File: config.mk
export PLATFORM = sky130hd
export DESIGN_NAME = crer_ctrl
export DESIGN_NICKNAME = d
export VERILOG_FILES = /design/src/design/crer_pkg.sv /design/src/design/crer_ctrl.sv
export SDC_FILE = /design/constraint.sdc
export NUM_CORES = 1
export LEC_CHECK = 0
export BUFFER_PORTS_ARGS = -buffer_cell sky130_fd_sc_hd__buf_4
export CAP_MARGIN = 20
export CORE_AREA = 3 3 40 42
export CTS_BUF_LIST = sky130_fd_sc_hd__clkbuf_8
export DETAILED_ROUTE_END_ITERATION = 12
export DIE_AREA = 0 0 43 45
export GPL_ROUTABILITY_DRIVEN = 0
export HOLD_SLACK_MARGIN = 0.05
export PLACE_DENSITY = 0.78
export SLEW_MARGIN = 25
export SYNTH_ARGS = -nofsm -noshare
export SYNTH_HDL_FRONTEND = slang
export SYNTH_SLANG_ARGS = --single-unit
export TNS_END_PERCENT = 5
File: constraint.sdc
create_clock -name i_clk -period 1.5 [get_ports i_clk]
set_input_delay 0.15 -clock i_clk [delete_from_list [all_inputs] [get_ports i_clk]]
set_output_delay 0.15 -clock i_clk [all_outputs]
set_load 0.02 [all_outputs]
File: src/design/crer_pkg.sv
package crer_pkg;

    localparam int XY_W       = 7;
    localparam int ENERGY_W   = 20;
    localparam int GAIN_W     = 16;
    localparam int CLUSTER_W  = 24;
    localparam int RAW_W      = 28;
    localparam int CAL_W      = 44;
    localparam int WPROD_W    = ENERGY_W + GAIN_W;
    localparam int CAL_HALF_W = CAL_W / 2;
    localparam int PROD_W     = CLUSTER_W + CAL_W;
    localparam int FRAC_W     = 14;
    localparam int QUO_W      = CLUSTER_W;
    localparam int DIV_STEPS  = QUO_W;
    localparam int CNT_W      = $clog2(DIV_STEPS);
    localparam int DIST_W     = 17;

    localparam logic [XY_W-1:0]      TABLE_OFFSET = 7'd30;
    localparam logic [DIST_W-1:0]    RING_INNER   = 17'd529;
    localparam logic [DIST_W-1:0]    RING_OUTER   = 17'd1369;
    localparam logic signed [8:0]    RING_CENTER2 = 9'sd101;
    localparam logic [GAIN_W-1:0]    GAIN_ONE     = 16'd16384;
    localparam logic [RAW_W-1:0]     RAW_MAX      = {RAW_W{1'b1}};
    localparam logic [CAL_W-1:0]     CAL_MAX      = {CAL_W{1'b1}};
    localparam logic [CLUSTER_W-1:0] OUT_MAX      = {CLUSTER_W{1'b1}};
    localparam logic [CNT_W-1:0]     CNT_LAST     = CNT_W'(DIV_STEPS - 1);

    localparam logic KIND_LOAD = 1'b0;

    typedef struct packed {
        logic capture;
        logic mem_write;
        logic mem_read;
        logic accumulate;
        logic mul_lo;
        logic mul_hi;
        logic sat_check;
        logic div_step;
        logic finish;
    } t_cmd;

    typedef struct packed {
        logic is_load;
        logic last_hit;
        logic raw_zero;
        logic sat;
        logic div_done;
        logic out_free;
    } t_status;

endpackage

File: src/design/crer_ctrl.sv
module crer_ctrl
    import crer_pkg::*;
(
    input  logic    i_clk,
    input  logic    i_rst_n,
    input  logic    i_valid,
    output logic    o_ready,
    input  t_status i_status,
    output t_cmd    o_cmd
);

    typedef enum logic [8:0] {
        S_IDLE    = 9'b000000001,
        S_WRITE   = 9'b000000010,
        S_READ    = 9'b000000100,
        S_ACC     = 9'b000001000,
        S_MUL_LO  = 9'b000010000,
        S_MUL_HI  = 9'b000100000,
        S_SAT_CHK = 9'b001000000,
        S_DIV     = 9'b010000000,
        S_FINISH  = 9'b100000000
    } t_state;

    t_state r_state;
    t_state n_state;
    logic   accept;

    assign o_ready = (r_state == S_IDLE);
    assign accept  = i_valid && o_ready;

    always_ff @(posedge i_clk) begin
        if (!i_rst_n) begin
            r_state <= S_IDLE;
        end else begin
            r_state <= n_state;
        end
    end

    always_comb begin
        n_state = r_state;
        o_cmd   = '0;
        unique case (r_state)
            S_IDLE: begin
                o_cmd.capture = accept;
                if (accept) begin
                    n_state = S_READ;
                end
            end
            S_READ: begin
                // loads reuse this slot to decode, then write next cycle
                if (i_status.is_load) begin
                    n_state = S_WRITE;
                end else begin
                    o_cmd.mem_read = 1'b1;
                    n_state        = S_ACC;
                end
            end
            S_WRITE: begin
                o_cmd.mem_write = 1'b1;
                n_state         = S_IDLE;
            end
            S_ACC: begin
                o_cmd.accumulate = 1'b1;
                n_state          = i_status.last_hit ? S_MUL_LO : S_IDLE;
            end
            S_MUL_LO: begin
                o_cmd.mul_lo = 1'b1;
                n_state      = i_status.raw_zero ? S_FINISH : S_MUL_HI;
            end
            S_MUL_HI: begin
                o_cmd.mul_hi = 1'b1;
                n_state      = S_SAT_CHK;
            end
            S_SAT_CHK: begin
                o_cmd.sat_check = 1'b1;
                n_state         = i_status.sat ? S_FINISH : S_DIV;
            end
            S_DIV: begin
                o_cmd.div_step = 1'b1;
                if (i_status.div_done) begin
                    n_state = S_FINISH;
                end
            end
            S_FINISH: begin
                // hold until the output register is free
                if (i_status.out_free) begin
                    o_cmd.finish = 1'b1;
                    n_state      = S_IDLE;
                end
            end
            default: begin
                n_state = S_IDLE;
            end
        endcase
    end

endmodule

**Word-level counts from Yosys, hierarchy flattened**

Cells that the tools add are included.

- Mux-type cells: 19
- Eq/ne operators: 12
- Reductions and logical operators: 2

Operators by type and width:

| cell | count |
|---|---|
| $pmux W9 S8 | 1 |
| $mux W9 | 5 |
| $mux W1 | 11 |
| $eq A9 B1 Y1 const B | 1 |
| $eq A9 B2 Y1 const B | 1 |
| $eq A9 B3 Y1 const B | 1 |
| $eq A9 B4 Y1 const B | 1 |
| $eq A9 B5 Y1 const B | 1 |
| $eq A9 B6 Y1 const B | 1 |
| $eq A9 B7 Y1 const B | 1 |
| $eq A9 B8 Y1 const B | 1 |
| $eq A9 B9 Y1 const B | 1 |
| $mux W5 | 1 |
| $mux W4 | 1 |
| $ne A2 B2 Y1 const B | 2 |
| $reduce_and A3 Y1 | 1 |
| $ne A2 B1 Y1 const B | 1 |
| $logic_and A1 B1 Y1 | 1 |

- Output and inout bits: 10
- Input bits: 9
- Logic and storage cells: 34
- Register bits after elaboration: 9

**Longest topological paths before layout**

Gate-level depths: netlist of the first run.

- Word-level depth: 4
- Gate-level depth with buffers: 6
- Gate-level depth less buffers: 5

**Worst setup path before layout of the first run**

Ideal clock, no wire load.

- Kind: flip-flop to flip-flop
- Start: register r_state[8]
- End: register r_state[3]
- Buffers on the path: 1
- Required time: 1.440 ns
- Clock period less this slack: 1.706 ns
- Arrival: 1.645 ns
- Library setup time: 0.060 ns
- Path slack: -0.206 ns
- Cell stages (with the launch flop): 7
- Cell sequence: dfxtp_1 or3_1 buf_2 nor4_4 nand3_1 nor2_1 and2_1

- Word-level cells in the longest chain between the ends: 4
- Elaborated cells between the ends (all ways): 14
- Those cells by class: eq/ne: 11; mux: 1; reduce/logical: 2

RTL lines:

| element | RTL line | source |
|---|---|---|
| from (decl) | crer_ctrl.sv:24 | `t_state r_state;` |
| from (signal assigned) | crer_ctrl.sv:35 | `r_state <= n_state;` |
| $eq A9 B1 Y1 | crer_ctrl.sv:28, crer_ctrl.sv:42 |  |
| $logic_and A1 B1 Y1 | crer_ctrl.sv:29 | `assign accept = i_valid && o_ready;` |
| $ne A2 B1 Y1 (no source line) | - |  |
| $reduce_and A3 Y1 (no source line) | - |  |

Parallel ways exist; a longest one is shown, timed or not.
A chain may end at the register's enable or synchronous reset.

==> run metrics, run 1 <==
delay-heaviest family, CP=simple AND/OR/NAND/NOR gates; post-route ant nets=0; Die H=45 um; vias in the first global route=699; DRT iter0 DRCs=20; failing checks=negative setup slack; Final setup viols=10; cell area after placement=817 sq um; post-synthesis register bit count=9; max reg flops=9; clk_skew=3.08 ps; commonest non-fill, non-tap cell in the layout=buf_4; M3 GR Usage=0.0677; H-Tree Depth=1; syn_area_per_cell=7.94 sq um; RSZ-0062 raised after global routing=true; largest net degree at the start of global routing=13; Tightest Hold Check Type=input port to register; Die X=43 um; top post-synthesis cells by area=dfxtp_1 31%, nor4_1 5.4%, nor2_1 4.5%; Rel. slew slack=0.742; GR Util met1=0.227; Clock Sink Count=9; global-route usage over all layers=0.206; highest-count cells in the layout ignoring fill and taps=29 x buf_4, 8 x dfxtp_1, 5 x nor2_1, 4 x and3_1, 4 x inv_1; routed len/inst=15.5 um; placed wire-length estimate=1320 um; Slew @ Worst Pin=384 ps; FMAX=559 MHz; Detailed Route WL=1880 um; top cell type's share of synthesized area=0.311; Initial Utilization=0.451; CTS Root Cell=clkbuf_8; Synth Cell Area=579 sq um; GRT overflow=0; nets=116; CTS tree=built; Critical Path Source Type=register; slowest stage delay, CP=410 ps; Clock Latency Late Sink=240 ps; Tmin final=1790 ps; synthesized instance count=73; Peak supply drop=0.000663 V; M2 GR Usage=0.353; largest registers=r_state: 9 flops; row cnt=13; worst-path maximum fanout=3; Die ar.=1940 sq um; Yosys cell types=30; Cell Chain, Critical Path=or3_4 -> buf_6 -> buf_4 -> nor2_4 -> and4_4 -> buf_6; crit path DAT=1640 ps; layout cell share with drive strength beyond 1=0.491; IO Pins=19; CTS max path bufs=2; Filler Cells Inserted=104; filler-free cell count of the finished design=121; GRT Max-Usage Layer=met2; vias per cell=6.04; slowest CP cell=or3_4; Worst Path Required=1350 ps; register area share after synthesis=0.311; clk slew on worst S/H paths=50 ps; Vias=731; LEAKAGE=0.439 nW; WP buf/inv=3; initial antenna violation count=0; Largest Register=r_state; critical path class=register to output port; global-route wire length before repair=2980 um; # port buffers=18; DRC=0; hold buffer count at CTS=0; CP most frequent cell=buf_6; synthesized net count=82; power per cell area=750 nW/um^2; Syn-to-layout area delta=64.1%; Ys Warns=0; worst hold slack=147 ps; Synth area leader=dfxtp_1; crit end category=output port; Hold Fails Final Rpt=0; status=complete, but fails checks; Max Cap Violations=0; drt pass-1 iters=4; Final Worst Setup Slack=-287 ps; fin crit share=1.19; # diodes=0; Placed Cells=115; Core Footprint=1280 sq um; Final Max Tran Viols=0; fin area=951 sq um; CTS Buf Count=3
## synth_stat cells
master	instances
inv_1	4
nor3_1	5
nand4_1	2
clkbuf_1	1
o211a_1	2
buf_2	2
and2_1	3
o211ai_1	1
nor2_1	7
nor4_4	1
nand2b_1	2
nor2b_1	1
o21ai_0	3
a32oi_1	1
nand2_1	3
nand3_1	1
and4b_1	2
nor3b_1	2
nand3_2	1
and4_1	1
dfxtp_1	9
nand3b_1	2
or3_1	2
a21boi_0	1
xor2_1	1
and3b_1	1
a21oi_1	2
or4_1	1
nor4_1	5
and3_1	4
## layout make-up
| class | count | area [sq um] | area share |
|---|---|---|---|
| multi-input combinational | 57 | 439 | 0.462 |
| sequential | 9 | 181 | 0.191 |
| tap | 15 | 18.8 | 0.0197 |
| inverter | 4 | 15.0 | 0.0158 |
| clock inverter | 1 | 3.75 | 0.00395 |
| timing repair buffer | 32 | 251 | 0.264 |
| clock buffer | 3 | 41.3 | 0.0434 |
## layer usage
layer  up-vias  part of all wire
met5         -                 0
met4         0             0.031
met3         9             0.096
met2        42              0.49
met1       338              0.38
li1        342                 -
## where the power goes
group | switching (W) | internal, W
Clock | 0.000111 | 0.000180
Sequential | 0.00000682 | 0.000246
Combinational | 0.0000822 | 0.0000880
## final timing paths
path | startpoint | to | slack [ps] | cells after the start
min | i_status[5] | r_state[1]$_SDFFE_PN0P_ | 150 | 3
min reg2reg | r_state[8]$_SDFFE_PN0P_ | r_state[8]$_SDFFE_PN0P_ | 630 | 3
max | r_state[8]$_SDFFE_PN0P_ | o_cmd[3] | -290 | 6
max reg2reg | r_state[8]$_SDFFE_PN0P_ | r_state[0]$_SDFFE_PN1P_ | -100 | 6
## timing repair
| item | in CTS | in global routing |
|---|---|---|
| hold endpoints to repair | 0 | 0 |
| setup buffers | 2 | 0 |
| pin swaps | 4 | 3 |
| resized for setup | 7 | 12 |
| setup endpoints to repair | 13 | 16 |
## metrics by stage
step           power [W]  utilization  TNS [ps]  setup WS [ps]
2_1_floorplan   0.000330            -      -336           -111
3_3_place_gp    0.000390        0.636     -49.8          -26.0
3_5_place_dp    0.000393        0.636      -281          -90.2
4_1_cts         0.000702        0.706     -2540           -342
5_1_grt         0.000741        0.740     -2810           -346
6_report        0.000713        0.740     -2070           -287
## worst register-to-register path, stage by stage, from the launching register on
cell and delay, ps:
dfxtp_1 310, or3_4 410, nor4_4 190, buf_4 180
nand3_4 80, o211a_1 210, a32oi_1 140
## cell families after synthesis
family	count (synthesis)	share of synthesized area
buffers and inverters	7	0.0497
XOR/XNOR	1	0.0151
flip-flops	9	0.311
AO/OA/AOI/OAI	10	0.119
AND/OR/NAND/NOR	46	0.505
Power figures use the tool's default switching activity.
==> inputs of run 2 (changes only) <==
CORE_AREA = default   (was 3 3 40 42)
CORE_MARGIN = 3   (was default)
CORE_UTILIZATION = 44   (was default)
DIE_AREA = default   (was 0 0 43 45)
PLACE_DENSITY = 0.79   (was 0.78)
RECOVER_POWER = 25   (was default)
==> run 2 against run 1 <==
Effect of this change:
- the flow still finishes with violations (negative setup slack)
- critical path depth unchanged
- cell count rose by 1.7%
- register-to-register slack worse by 90 ps
- sequential power about the same
- clock power is 2% higher
- sequential share of layout area fell by 0.61 points
- clock skew about the same
- final area rose by 4.7%
- wire length rose by 16%
- combinational power grew 9%
- non-clock buffer count rose by 3
- critical endpoint is now o_cmd[2]
==> run metrics, run 2 (same netlist as run 1, synthesis figures left out) <==
Cell Chain, Critical Path=or3_4 -> buf_6 -> buf_6 -> nor4_4 -> and3_4 -> buf_6; slowest stage delay, CP=410 ps; drt pass-1 iters=4; Syn-to-layout area delta=71.9%; vias per cell=6.05; fin area=996 sq um; placed wire-length estimate=1370 um; RSZ-0062 raised after global routing=true; Rel. slew slack=0.695; Core Footprint=1170 sq um; Peak supply drop=0.000633 V; highest-count cells in the layout ignoring fill and taps=30 x buf_4, 6 x nor2_1, 6 x dfxtp_1, 5 x buf_6, 4 x inv_1; largest net degree at the start of global routing=11; Tmin final=1860 ps; RR Startpoint=r_state[0]$_SDFFE_PN1P_; Filler Cells Inserted=67; clk slew on worst S/H paths=50 ps; largest registers=r_state: 9 flops; DRT iter0 DRCs=29; routed len/inst=17.7 um; Die H=42.3 um; CP most frequent cell=buf_6; Vias=744; max reg flops=9; Clock Sink Count=9; IO Pins=19; critical path class=register to output port; Detailed Route WL=2180 um; Tightest Hold Check Type=input port to register; Clock Latency Late Sink=240 ps; nets=119; vias in the first global route=751; Final setup viols=13; Die ar.=1790 sq um; Max Cap Violations=0; H-Tree Depth=1; DRC=0; FMAX=538 MHz; Die X=42.3 um; layout cell share with drive strength beyond 1=0.523; CTS max path bufs=2; CTS Buf Count=3; Initial Utilization=0.495; worst hold slack=155 ps; Hold Path Origin=i_status[4]; Largest Register=r_state; # port buffers=18; GRT overflow=0; Hold Fails Final Rpt=0; delay-heaviest family, CP=simple AND/OR/NAND/NOR gates; fin crit share=1.24; Reg area=184 sq um; slowest CP cell=or3_4; worst-path maximum fanout=4; initial antenna violation count=0; Final Max Tran Viols=0; crit path DAT=1710 ps; row cnt=12; LEAKAGE=0.456 nW; WP buf/inv=3; commonest non-fill, non-tap cell in the layout=buf_4; CTS tree=built; multi-input logic area=453 sq um; # diodes=0; power per cell area=738 nW/um^2; post-route ant nets=0; Critical Path Source Type=register; global-route wire length before repair=3460 um; cell area after placement=823 sq um; Slew @ Worst Pin=453 ps; clk_skew=2.94 ps; Final Worst Setup Slack=-360 ps; pre-CTS WS=-173 ps; crit end category=output port; Worst Path Required=1350 ps; global-route usage over all layers=0.255; status=complete, but fails checks; failing checks=negative setup slack; CTS Root Cell=clkbuf_8; origin of the worst setup path=r_state[0]$_SDFFE_PN1P_
==> run 2: worst paths after layout <==
path	end	slack [ps]	depth (start not counted)
worst min-delay path	r_state[4]$_SDFFE_PN0P_	160	2
worst min register to register	r_state[8]$_SDFFE_PN0P_	700	3
worst max register to register	r_state[0]$_SDFFE_PN1P_	-190	8
worst max-delay path	o_cmd[2]	-360	6
==> run 2: final cells by class <==
cell class,instances,share of cell area
multi-input cells,57,0.455
inverters,4,0.0151
clock inverters,1,0.00377
clock buffers,3,0.0415
repair buffers,35,0.283
well taps,14,0.0176
flip-flops and latches,9,0.185
==> run 2: repair_timing <==
action / CTS / global route
gates resized for setup: 8 / 15
hold buffers: 0 / 0
pin swaps: 6 / 3
setup endpoints to repair: 14 / 15
endpoints found under the hold margin: 0 / 0
setup buffers: 4 / 0
==> run 2: where the power goes <==
part	leakage [nW]	switching [W]	internal, W
combinational	0.355	0.0000906	0.0000955
clock	0.0269	0.000116	0.000180
sequential	0.0737	0.00000693	0.000246
total	0.456	0.000213	0.000522
==> run 2: stage by stage <==
stage	instances	TNS (ps)	util	power, W
after floorplan	73	-336	-	0.000330
after global placement	115	-154	0.703	0.000392
after detailed placement	115	-631	0.703	0.000397
after CTS	123	-2880	0.794	0.000709
after global routing	123	-3140	0.850	0.000760
final	123	-2550	0.850	0.000735
==> run 2: routing by layer <==
layer,share of wire,global-route usage
met1,0.41,0.302
met2,0.50,0.416
met3,0.074,0.0644
met5,0,0
met4,0.023,0.137
